File: config.mk
export PLATFORM = sky130hd
export DESIGN_NAME = wav_cue_chunk_parser_unit
export DESIGN_NICKNAME = d
export VERILOG_FILES = /design/src/hw/rtl/wcp_pkg.sv /design/src/hw/rtl/wcp_parse_core.sv /design/src/hw/rtl/wcp_out_buf.sv /design/src/hw/rtl/wav_cue_chunk_parser_unit.sv
export SDC_FILE = /design/constraint.sdc
export NUM_CORES = 1
export LEC_CHECK = 0
export ABC_AREA = 0
export BUFFER_PORTS_ARGS = -buffer_cell sky130_fd_sc_hd__buf_2
export CORE_MARGIN = 2
export CORE_UTILIZATION = 55
export DETAILED_ROUTE_END_ITERATION = 12
export PLACE_DENSITY = 0.69
export SYNTH_ARGS = -nofsm -noshare
export SYNTH_HDL_FRONTEND = slang
export SYNTH_SLANG_ARGS = --single-unit
File: constraint.sdc
create_clock -name clk -period 23 [get_ports clk]
set_input_delay 6.9 -clock clk [delete_from_list [all_inputs] [get_ports clk]]
set_output_delay 6.9 -clock clk [all_outputs]
set_load 0.05 [all_outputs]
File: src/hw/rtl/wcp_pkg.sv
// wcp_pkg: types, tags and constants shared by the WAV cue chunk parser.
// No dependencies; every other file of the block refers to it by scoped names.
package wcp_pkg;

  localparam logic [31:0] TAG_RIFF = 32'h4646_4952;
  localparam logic [31:0] TAG_WAVE = 32'h4556_4157;
  localparam logic [31:0] TAG_CUE  = 32'h2065_7563;

  localparam logic [4:0]  CUE_POINT_BYTES   = 5'd24;
  localparam logic [4:0]  CHUNK_HDR_BYTES   = 5'd8;
  localparam logic [4:0]  CUE_COUNT_BYTES   = 5'd4;
  localparam logic [32:0] FILE_HEADER_BYTES = 33'd12;

  typedef enum logic [3:0] {
    PH_HEADER    = 4'd0,
    PH_CHUNK_HDR = 4'd1,
    PH_SKIP      = 4'd2,
    PH_COUNT     = 4'd3,
    PH_POINT     = 4'd4
  } phase_t;

  typedef struct packed {
    logic [7:0] data_byte;
    logic       file_start;
  } in_item_t;

  typedef struct packed {
    logic [31:0] cue_offset;
    logic        offset_valid;
    logic        finished;
    logic        success;
  } out_item_t;

  // result request from the parse core to the output buffer
  typedef struct packed {
    logic      valid;
    out_item_t item;
  } push_t;

endpackage

File: src/hw/rtl/wcp_parse_core.sv
// wcp_parse_core: parse state registers, file length register and the
// per-byte next-state and result logic. Depends on wcp_pkg.
module wcp_parse_core (
  input  logic              clk,
  input  logic              rst_n,
  input  logic              step,
  input  wcp_pkg::in_item_t item,
  input  logic              cfg_we,
  input  logic [31:0]       cfg_value,
  output wcp_pkg::push_t    push
);

  logic [31:0]          file_length_r;
  logic [32:0]          byte_position_r, byte_position_nxt;
  wcp_pkg::phase_t      parse_phase_r, parse_phase_nxt;
  logic [63:0]          field_shift_r, field_shift_nxt;
  logic [32:0]          chunk_end_r, chunk_end_nxt;
  logic                 pad_pending_r, pad_pending_nxt;
  logic [31:0]          cues_total_r, cues_total_nxt;
  logic [31:0]          cues_done_r, cues_done_nxt;
  logic [4:0]           cue_byte_index_r, cue_byte_index_nxt;
  logic                 parse_over_r, parse_over_nxt;

  // state as seen after an optional restart by file_start
  logic [32:0]          cur_pos;
  wcp_pkg::phase_t      cur_phase;
  logic [63:0]          cur_shift;
  logic [32:0]          cur_chunk_end;
  logic                 cur_pad;
  logic [31:0]          cur_total;
  logic [31:0]          cur_done;
  logic [4:0]           cur_idx;
  logic                 cur_over;

  logic                 active;
  logic [32:0]          pos1;
  logic [63:0]          shift_new;
  logic [31:0]          hi;
  logic [31:0]          id;
  logic [4:0]           idx_inc;
  logic                 boundary_fail;
  logic [32:0]          ce_new;
  logic [33:0]          endpad_new;
  logic [33:0]          endpad_r;
  logic                 hdr_last;
  logic                 hdr_over;
  logic                 is_cue;
  logic                 cue_small;
  logic                 skip_done_new;
  logic                 skip_done_r;
  logic                 cnt_last;
  logic [37:0]          cnt_limit;
  logic                 cnt_bad;
  logic                 pt_last;
  logic [31:0]          done_inc;
  logic                 all_done;
  wcp_pkg::out_item_t   res;
  logic                 res_valid;

  always_comb begin
    if (item.file_start) begin
      cur_pos       = '0;
      cur_phase     = wcp_pkg::PH_HEADER;
      cur_shift     = '0;
      cur_chunk_end = '0;
      cur_pad       = 1'b0;
      cur_total     = '0;
      cur_done      = '0;
      cur_idx       = '0;
      cur_over      = 1'b0;
    end else begin
      cur_pos       = byte_position_r;
      cur_phase     = parse_phase_r;
      cur_shift     = field_shift_r;
      cur_chunk_end = chunk_end_r;
      cur_pad       = pad_pending_r;
      cur_total     = cues_total_r;
      cur_done      = cues_done_r;
      cur_idx       = cue_byte_index_r;
      cur_over      = parse_over_r;
    end
  end

  assign active    = ~cur_over;
  assign pos1      = cur_pos + 33'd1;
  assign shift_new = {item.data_byte, cur_shift[63:8]};
  assign hi        = shift_new[63:32];
  assign id        = shift_new[31:0];
  assign idx_inc   = cur_idx + 5'd1;

  assign boundary_fail = ({1'b0, pos1} + 34'd8) > {2'b00, file_length_r};

  assign ce_new        = pos1 + {1'b0, hi};
  assign endpad_new    = {1'b0, ce_new} + {33'd0, hi[0]};
  assign endpad_r      = {1'b0, cur_chunk_end} + {33'd0, cur_pad};
  assign hdr_last      = idx_inc >= wcp_pkg::CHUNK_HDR_BYTES;
  assign hdr_over      = endpad_new > {2'b00, file_length_r};
  assign is_cue        = id == wcp_pkg::TAG_CUE;
  assign cue_small     = hi < 32'd4;
  assign skip_done_new = {1'b0, pos1} >= endpad_new;
  assign skip_done_r   = {1'b0, pos1} >= endpad_r;

  // floor(room / 24) < count  <=>  chunk_end < pos1 + 24 * count
  assign cnt_last  = idx_inc >= wcp_pkg::CUE_COUNT_BYTES;
  assign cnt_limit = {5'd0, pos1} + {2'b00, hi, 4'd0} + {3'b000, hi, 3'd0};
  assign cnt_bad   = (hi != 32'd0) && ({5'd0, cur_chunk_end} < cnt_limit);

  assign pt_last  = idx_inc >= wcp_pkg::CUE_POINT_BYTES;
  assign done_inc = cur_done + 32'd1;
  assign all_done = done_inc >= cur_total;

  // result of this byte
  always_comb begin
    res       = '0;
    res_valid = 1'b0;
    if (active) begin
      case (cur_phase)
        wcp_pkg::PH_HEADER: begin
          if ((cur_pos == 33'd0) && ({1'b0, file_length_r} < wcp_pkg::FILE_HEADER_BYTES)) begin
            res_valid = 1'b1;
          end else if ((cur_pos == 33'd3) && (hi != wcp_pkg::TAG_RIFF)) begin
            res_valid = 1'b1;
          end else if (cur_pos == wcp_pkg::FILE_HEADER_BYTES - 33'd1) begin
            res_valid = (hi != wcp_pkg::TAG_WAVE) || boundary_fail;
          end
        end
        wcp_pkg::PH_CHUNK_HDR: begin
          if (hdr_last) begin
            if (hdr_over) begin
              res_valid = 1'b1;
            end else if (is_cue) begin
              res_valid = cue_small;
            end else begin
              res_valid = skip_done_new && boundary_fail;
            end
          end
        end
        wcp_pkg::PH_SKIP: begin
          res_valid = skip_done_r && boundary_fail;
        end
        wcp_pkg::PH_COUNT: begin
          if (cnt_last) begin
            if (cnt_bad) begin
              res_valid = 1'b1;
            end else if (hi == 32'd0) begin
              res_valid   = 1'b1;
              res.success = 1'b1;
            end
          end
        end
        wcp_pkg::PH_POINT: begin
          if (pt_last) begin
            res_valid        = 1'b1;
            res.cue_offset   = hi;
            res.offset_valid = 1'b1;
            res.success      = all_done;
          end
        end
        default: begin
          res_valid = 1'b1;
        end
      endcase
      // every result but a non-final cue point ends the file
      res.finished = res_valid && !(res.offset_valid && !res.success);
    end
  end

  assign push.valid = step && res_valid;
  assign push.item  = res;

  // next state
  always_comb begin
    byte_position_nxt  = cur_pos;
    parse_phase_nxt    = cur_phase;
    field_shift_nxt    = cur_shift;
    chunk_end_nxt      = cur_chunk_end;
    pad_pending_nxt    = cur_pad;
    cues_total_nxt     = cur_total;
    cues_done_nxt      = cur_done;
    cue_byte_index_nxt = cur_idx;
    parse_over_nxt     = cur_over | res.finished;
    if (active) begin
      byte_position_nxt = pos1;
      field_shift_nxt   = shift_new;
      case (cur_phase)
        wcp_pkg::PH_HEADER: begin
          if (cur_pos == wcp_pkg::FILE_HEADER_BYTES - 33'd1) begin
            parse_phase_nxt    = wcp_pkg::PH_CHUNK_HDR;
            cue_byte_index_nxt = '0;
          end
        end
        wcp_pkg::PH_CHUNK_HDR: begin
          cue_byte_index_nxt = idx_inc;
          if (hdr_last) begin
            cue_byte_index_nxt = '0;
            chunk_end_nxt      = ce_new;
            pad_pending_nxt    = hi[0];
            if (is_cue) begin
              parse_phase_nxt = wcp_pkg::PH_COUNT;
            end else if (skip_done_new) begin
              parse_phase_nxt = wcp_pkg::PH_CHUNK_HDR;
            end else begin
              parse_phase_nxt = wcp_pkg::PH_SKIP;
            end
          end
        end
        wcp_pkg::PH_SKIP: begin
          if (skip_done_r) begin
            parse_phase_nxt    = wcp_pkg::PH_CHUNK_HDR;
            cue_byte_index_nxt = '0;
          end
        end
        wcp_pkg::PH_COUNT: begin
          cue_byte_index_nxt = idx_inc;
          if (cnt_last) begin
            cue_byte_index_nxt = '0;
            cues_total_nxt     = hi;
            cues_done_nxt      = '0;
            if (hi != 32'd0) begin
              parse_phase_nxt = wcp_pkg::PH_POINT;
            end
          end
        end
        wcp_pkg::PH_POINT: begin
          cue_byte_index_nxt = idx_inc;
          if (pt_last) begin
            cue_byte_index_nxt = '0;
            cues_done_nxt      = done_inc;
          end
        end
        default: begin
          parse_phase_nxt = cur_phase;
        end
      endcase
    end
  end

  always_ff @(posedge clk) begin
    if (!rst_n) begin
      file_length_r <= '0;
    end else if (cfg_we) begin
      file_length_r <= cfg_value;
    end
  end

  always_ff @(posedge clk) begin
    if (!rst_n) begin
      byte_position_r  <= '0;
      parse_phase_r    <= wcp_pkg::PH_HEADER;
      field_shift_r    <= '0;
      chunk_end_r      <= '0;
      pad_pending_r    <= 1'b0;
      cues_total_r     <= '0;
      cues_done_r      <= '0;
      cue_byte_index_r <= '0;
      parse_over_r     <= 1'b0;
    end else if (step) begin
      byte_position_r  <= byte_position_nxt;
      parse_phase_r    <= parse_phase_nxt;
      field_shift_r    <= field_shift_nxt;
      chunk_end_r      <= chunk_end_nxt;
      pad_pending_r    <= pad_pending_nxt;
      cues_total_r     <= cues_total_nxt;
      cues_done_r      <= cues_done_nxt;
      cue_byte_index_r <= cue_byte_index_nxt;
      parse_over_r     <= parse_over_nxt;
    end
  end

endmodule

File: src/hw/rtl/wcp_out_buf.sv
// wcp_out_buf: result register plus one skid entry, so bytes keep flowing
// while a result waits downstream. Depends on wcp_pkg.
module wcp_out_buf (
  input  logic               clk,
  input  logic               rst_n,
  input  wcp_pkg::push_t     push,
  output logic               can_take,
  output logic               out_valid,
  input  logic               out_ready,
  output wcp_pkg::out_item_t out_data
);

  logic               main_v_r, main_v_nxt;
  logic               skid_v_r, skid_v_nxt;
  wcp_pkg::out_item_t main_r, main_nxt;
  wcp_pkg::out_item_t skid_r, skid_nxt;
  logic               pop;

  assign pop       = main_v_r && out_ready;
  assign can_take  = ~skid_v_r;
  assign out_valid = main_v_r;
  assign out_data  = main_r;

  // push never arrives while the skid entry is full
  always_comb begin
    main_v_nxt = main_v_r;
    skid_v_nxt = skid_v_r;
    main_nxt   = main_r;
    skid_nxt   = skid_r;
    if (skid_v_r) begin
      if (pop) begin
        main_nxt   = skid_r;
        skid_v_nxt = 1'b0;
      end
    end else if (push.valid) begin
      if (!main_v_r || pop) begin
        main_nxt   = push.item;
        main_v_nxt = 1'b1;
      end else begin
        skid_nxt   = push.item;
        skid_v_nxt = 1'b1;
      end
    end else if (pop) begin
      main_v_nxt = 1'b0;
    end
  end

  always_ff @(posedge clk) begin
    if (!rst_n) begin
      main_v_r <= 1'b0;
      skid_v_r <= 1'b0;
    end else begin
      main_v_r <= main_v_nxt;
      skid_v_r <= skid_v_nxt;
    end
  end

  always_ff @(posedge clk) begin
    main_r <= main_nxt;
    skid_r <= skid_nxt;
  end

endmodule

File: src/hw/rtl/wav_cue_chunk_parser_unit.sv
// wav_cue_chunk_parser_unit: top level of the WAV cue chunk parser.
// Instantiates wcp_parse_core and wcp_out_buf; types from wcp_pkg.
//
//   channel | dir | handshake             | payload
//   --------+-----+-----------------------+---------------------------------
//   in      | in  | in_valid / in_ready   | in_data  (data_byte, file_start)
//   out     | out | out_valid / out_ready | out_data (cue_offset, flags)
//   cfg     | in  | cfg_valid / cfg_ready | cfg_data (file_length)
//
// One byte per cycle while in_ready is high; a result is registered in
// the output register, or in its skid entry while that one is still held.
// Synchronous active-low reset clears the parse state and file_length;
// the parser then sits at byte 0 of a file. in_ready drops only while the
// output register and its skid entry are both full. cfg_ready is always high.
module wav_cue_chunk_parser_unit (
  input  logic               clk,
  input  logic               rst_n,
  input  logic               in_valid,
  output logic               in_ready,
  input  wcp_pkg::in_item_t  in_data,
  output logic               out_valid,
  input  logic               out_ready,
  output wcp_pkg::out_item_t out_data,
  input  logic               cfg_valid,
  output logic               cfg_ready,
  input  logic [31:0]        cfg_data
);

  wcp_pkg::push_t push;
  logic           step;

  assign cfg_ready = 1'b1;
  assign step      = in_valid && in_ready;

  wcp_parse_core u_core (
    .clk       (clk),
    .rst_n     (rst_n),
    .step      (step),
    .item      (in_data),
    .cfg_we    (cfg_valid),
    .cfg_value (cfg_data),
    .push      (push)
  );

  wcp_out_buf u_obuf (
    .clk       (clk),
    .rst_n     (rst_n),
    .push      (push),
    .can_take  (in_ready),
    .out_valid (out_valid),
    .out_ready (out_ready),
    .out_data  (out_data)
  );

endmodule

==> results.toml <==
[critical_path]
cpMaxStageDelayCell = "a311oi_1"
cp-end-kind = "flop"
critical_path_class = "input pin to flop"
start_kind = "input pin"
crit_fanout = 62
slowest_delay_ps = 910
worst-r2r-setup-slack_ps = 12770
arrival_ps = 17080
required_ps = 23280

[synthesis]
yosys.area_share.simple_pct = 26.1
syn_area_per_cell_um2 = 8.22
synth_top_family_by_area = "simple AND/OR/NAND/NOR gates"
syn_nets = 3542
syn_area_um2 = 26200
synth_edf_count = 70
yosys.cell_types.count = 95
synth-seq-cells = 301
synth_ff_type = "dfxtp_1"
synth_fa_ha_area_share_pct = 14.8
ys_seq_area_share_pct = 25.7
synthMuxAreaShare_pct = 2.88
syn_inst = 3187
synthArstFlopShare_pct = 0
ys_warn_count = 0
synth_xor_area_share_pct = 7.15
synth-compound-area-share_pct = 19.5

[clock_network]
clkTransAtPathRegs_ps = 60
clk_latency_ps = 580
h-tree-depth = 2
cts_tree = "built"
clockBufferDepth = 3
clkSinkCount = 301
cts_hold_buf = 0
post-cts-setup-buffers = 0
cts_resized = 0
cts_buffers = 36
cts_root_buffer = "clkbuf_16"

[die]
die_w_um = 222
num_rows = 79
start_util_pct = 56.1
die_h_um = 222
io_pins = 84
core_area_um2 = 46800
die_area_um2 = 49400

[sta]
slew_viol_final = 0
finalClockSkew_ps = 24.5
setup_viol = 0
slew_headroom_pct = 18.5
clock.fmax_mhz = 59.5
hold_viol_final = 0
rsz0062_at_grt = "no"
period_share_pct = 73.0
fin_crit_ps = 16800
worst_pin_slew_ps = 1220
finalSetupTns_ps = 0
worst_slack_ps = 6200

[pwr]
peakVddDrop_uv = 54.3
p_per_area_nw_per_um2 = 46.6
p_leak_nw = 11.7
p_total_mw = 1.33

[global_routing]
overflow = 0
antenna_found_initial = 2
grt_pass1_wl_mm = 140
track_usage_pct = 36.2
grt_pass1_vias = 23874
grt_max_degree = 93

[drt]
firstDrtPassIters = 6
route.vias.total = 25040
drc = 0
vias_per_cell = 6.51
routed_wl_mm = 91.7
ant_nets = 0
drt_iter0_drc = 2282
avgRoutedWirePerCell_um = 23.8

[placement]
gp_congestion = 0.992
dp_hpwl_mm = 70.6
place_ws_ps = 5870
placed_area_um2 = 27300
io_buffers = 82

[flow_run]
maxCapViolations = 0

[layout]
fin_area_um2 = 28500
antennaDiodeCount = 0
drive_gt1_share_pct = 8.58
synthToLayoutAreaGrowth_pct = 8.70
nNetsFinal = 3569

[min_path]
hp-class = "flop to flop"

[run_status]
status = "finished clean"
## critical path, delay by kind of cell
| family | cells | cell delay (ps) |
|---|---|---|
| AO/OA/AOI/OAI | 11 | 2920 |
| XOR/XNOR | 2 | 400 |
| adder cells (fa/ha/maj) | 3 | 1020 |
| multiplexers | 1 | 330 |
| buffers and inverters | 3 | 1020 |
| AND/OR/NAND/NOR | 14 | 4440 |
## cell usage in the layout (no fill, tap or decap), types with 17 or more instances in the layout
| cell | n |
|---|---|
| a211oi_1 | 29 |
| a21boi_0 | 35 |
| a21o_1 | 81 |
| a21oi_1 | 159 |
| a22oi_1 | 141 |
| a31oi_1 | 22 |
| and2_1 | 27 |
| and3_1 | 76 |
| and4_1 | 23 |
| buf_2 | 80 |
| buf_4 | 57 |
| clkbuf_16 | 36 |
| dfxtp_1 | 231 |
| edfxtp_1 | 70 |
| ha_1 | 306 |
| inv_1 | 109 |
| mux2_2 | 35 |
| mux2i_1 | 35 |
| nand2_1 | 290 |
| nand3_1 | 92 |
| nand4_1 | 81 |
| nor2_1 | 205 |
| nor2b_1 | 280 |
| nor3_1 | 44 |
| nor3b_1 | 17 |
| nor4_1 | 41 |
| o211ai_1 | 17 |
| o21a_1 | 21 |
| o21ai_0 | 119 |
| or3_1 | 21 |
| xnor2_1 | 123 |
| xor2_1 | 89 |
## path summary, 6_finish.rpt
kind,from,to,cells past startpoint
setup / recovery,in_data[0],u_obuf.out_data[27]$_DFFE_PP_,34
hold reg to reg,u_core.field_shift_r[32]$_SDFFE_PN0P_,u_core.field_shift_r[32]$_SDFFE_PN0P_,2
setup reg to reg,u_core.byte_position_r[0]$_SDFFE_PN0P_,u_obuf.out_data[27]$_DFFE_PP_,32
hold / removal,u_core.field_shift_r[32]$_SDFFE_PN0P_,u_core.field_shift_r[32]$_SDFFE_PN0P_,2
## routing by layer
metal	up-vias	wire, µm	global-route usage (%)
met4	4	5110	19.3
met1	11960	38700	45.9
li1	11700	-	-
met2	1106	41200	58.8
met3	270	6660	6.41
met5	-	31	0
## Yosys cell counts, types with 8 or more instances
| cell | n | area share (%) |
|---|---|---|
| ha_1 | 306 | 15 |
| nand2_1 | 291 | 4.2 |
| nor2b_1 | 280 | 6.7 |
| dfxtp_1 | 231 | 18 |
| nor2_1 | 208 | 3.0 |
| a21oi_1 | 159 | 3.0 |
| a22oi_1 | 141 | 4.0 |
| xnor2_1 | 123 | 4.1 |
| o21ai_0 | 119 | 2.3 |
| clkbuf_1 | 116 | 1.7 |
| inv_1 | 109 | 1.6 |
| nand3_1 | 92 | 1.8 |
| xor2_1 | 89 | 3.0 |
| a21o_1 | 81 | 2.3 |
| nand4_1 | 81 | 1.9 |
| and3_1 | 76 | 1.8 |
| edfxtp_1 | 70 | 8.0 |
| nor3_1 | 45 | 0.86 |
| nor4_1 | 42 | 1.0 |
| a21boi_0 | 35 | 1.0 |
| mux2_2 | 35 | 1.5 |
| mux2i_1 | 35 | 1.3 |
| a211oi_1 | 29 | 0.83 |
| and2_1 | 27 | 0.64 |
| and4_1 | 23 | 0.77 |
| a31oi_1 | 22 | 0.53 |
| o21a_1 | 21 | 0.60 |
| or3_1 | 21 | 0.50 |
| buf_2 | 17 | 0.32 |
| nor3b_1 | 17 | 0.49 |
| o211ai_1 | 17 | 0.49 |
| nand2b_1 | 14 | 0.33 |
| o31ai_1 | 14 | 0.40 |
| or2_2 | 13 | 0.31 |
| o21bai_1 | 11 | 0.32 |
| buf_1 | 9 | 0.13 |
| nor4b_1 | 9 | 0.30 |
| or4_1 | 8 | 0.23 |
## cell type report
type / count / area [µm²]
Clock buffer: 46 / 978
Clock inverter: 17 / 258
Fill cell: 4193 / 18300
Inverter: 111 / 417
Multi-Input combinational cell: 2627 / 18500
Sequential cell: 301 / 6730
Tap cell: 607 / 759
Timing Repair Buffer: 137 / 828
## sequential cells by signal (all words and copies together) (netlist names)
signal                   count
u_core.field_shift_r        56
u_core.byte_position_r      33
u_obuf.out_valid             1
u_obuf.out_data             35
u_core.chunk_end_r          33
u_core.cues_total_r         32
u_core.cue_byte_index_r      5
u_obuf.skid_v_r              1
u_obuf.skid_r               35
u_core.pad_pending_r         1
u_core.parse_over_r          1
u_core.parse_phase_r         4
u_core.file_length_r        32
u_core.cues_done_r          32
## per-stage QoR
stage	utilization, %	instances	hold WS, ps
after floorplan	-	3187	452
after global routing	60.9	3846	517
after detailed placement	58.3	3783	483
after global placement	58.3	3783	464
final	60.9	3846	494
after CTS	60.9	3846	494
## cells by family (layout without fill, tap and decap cells)
kind of cell    Yosys count  after routing
compound gates          752            752
buf+inv                 259            311
fa+ha+maj               309            309
xor+xnor                213            213
flops                   301            301
other cells               1              1
simple gates           1281           1281
mux                      71             71
## report_power, final
part,internal (mW),leakage (nW),switching (mW)
combinational,0.0582,8.65,0.107
clock,0.360,0.597,0.251
sequential,0.545,2.41,0.00806
No activity file was read; power rests on OpenSTA's default activity.
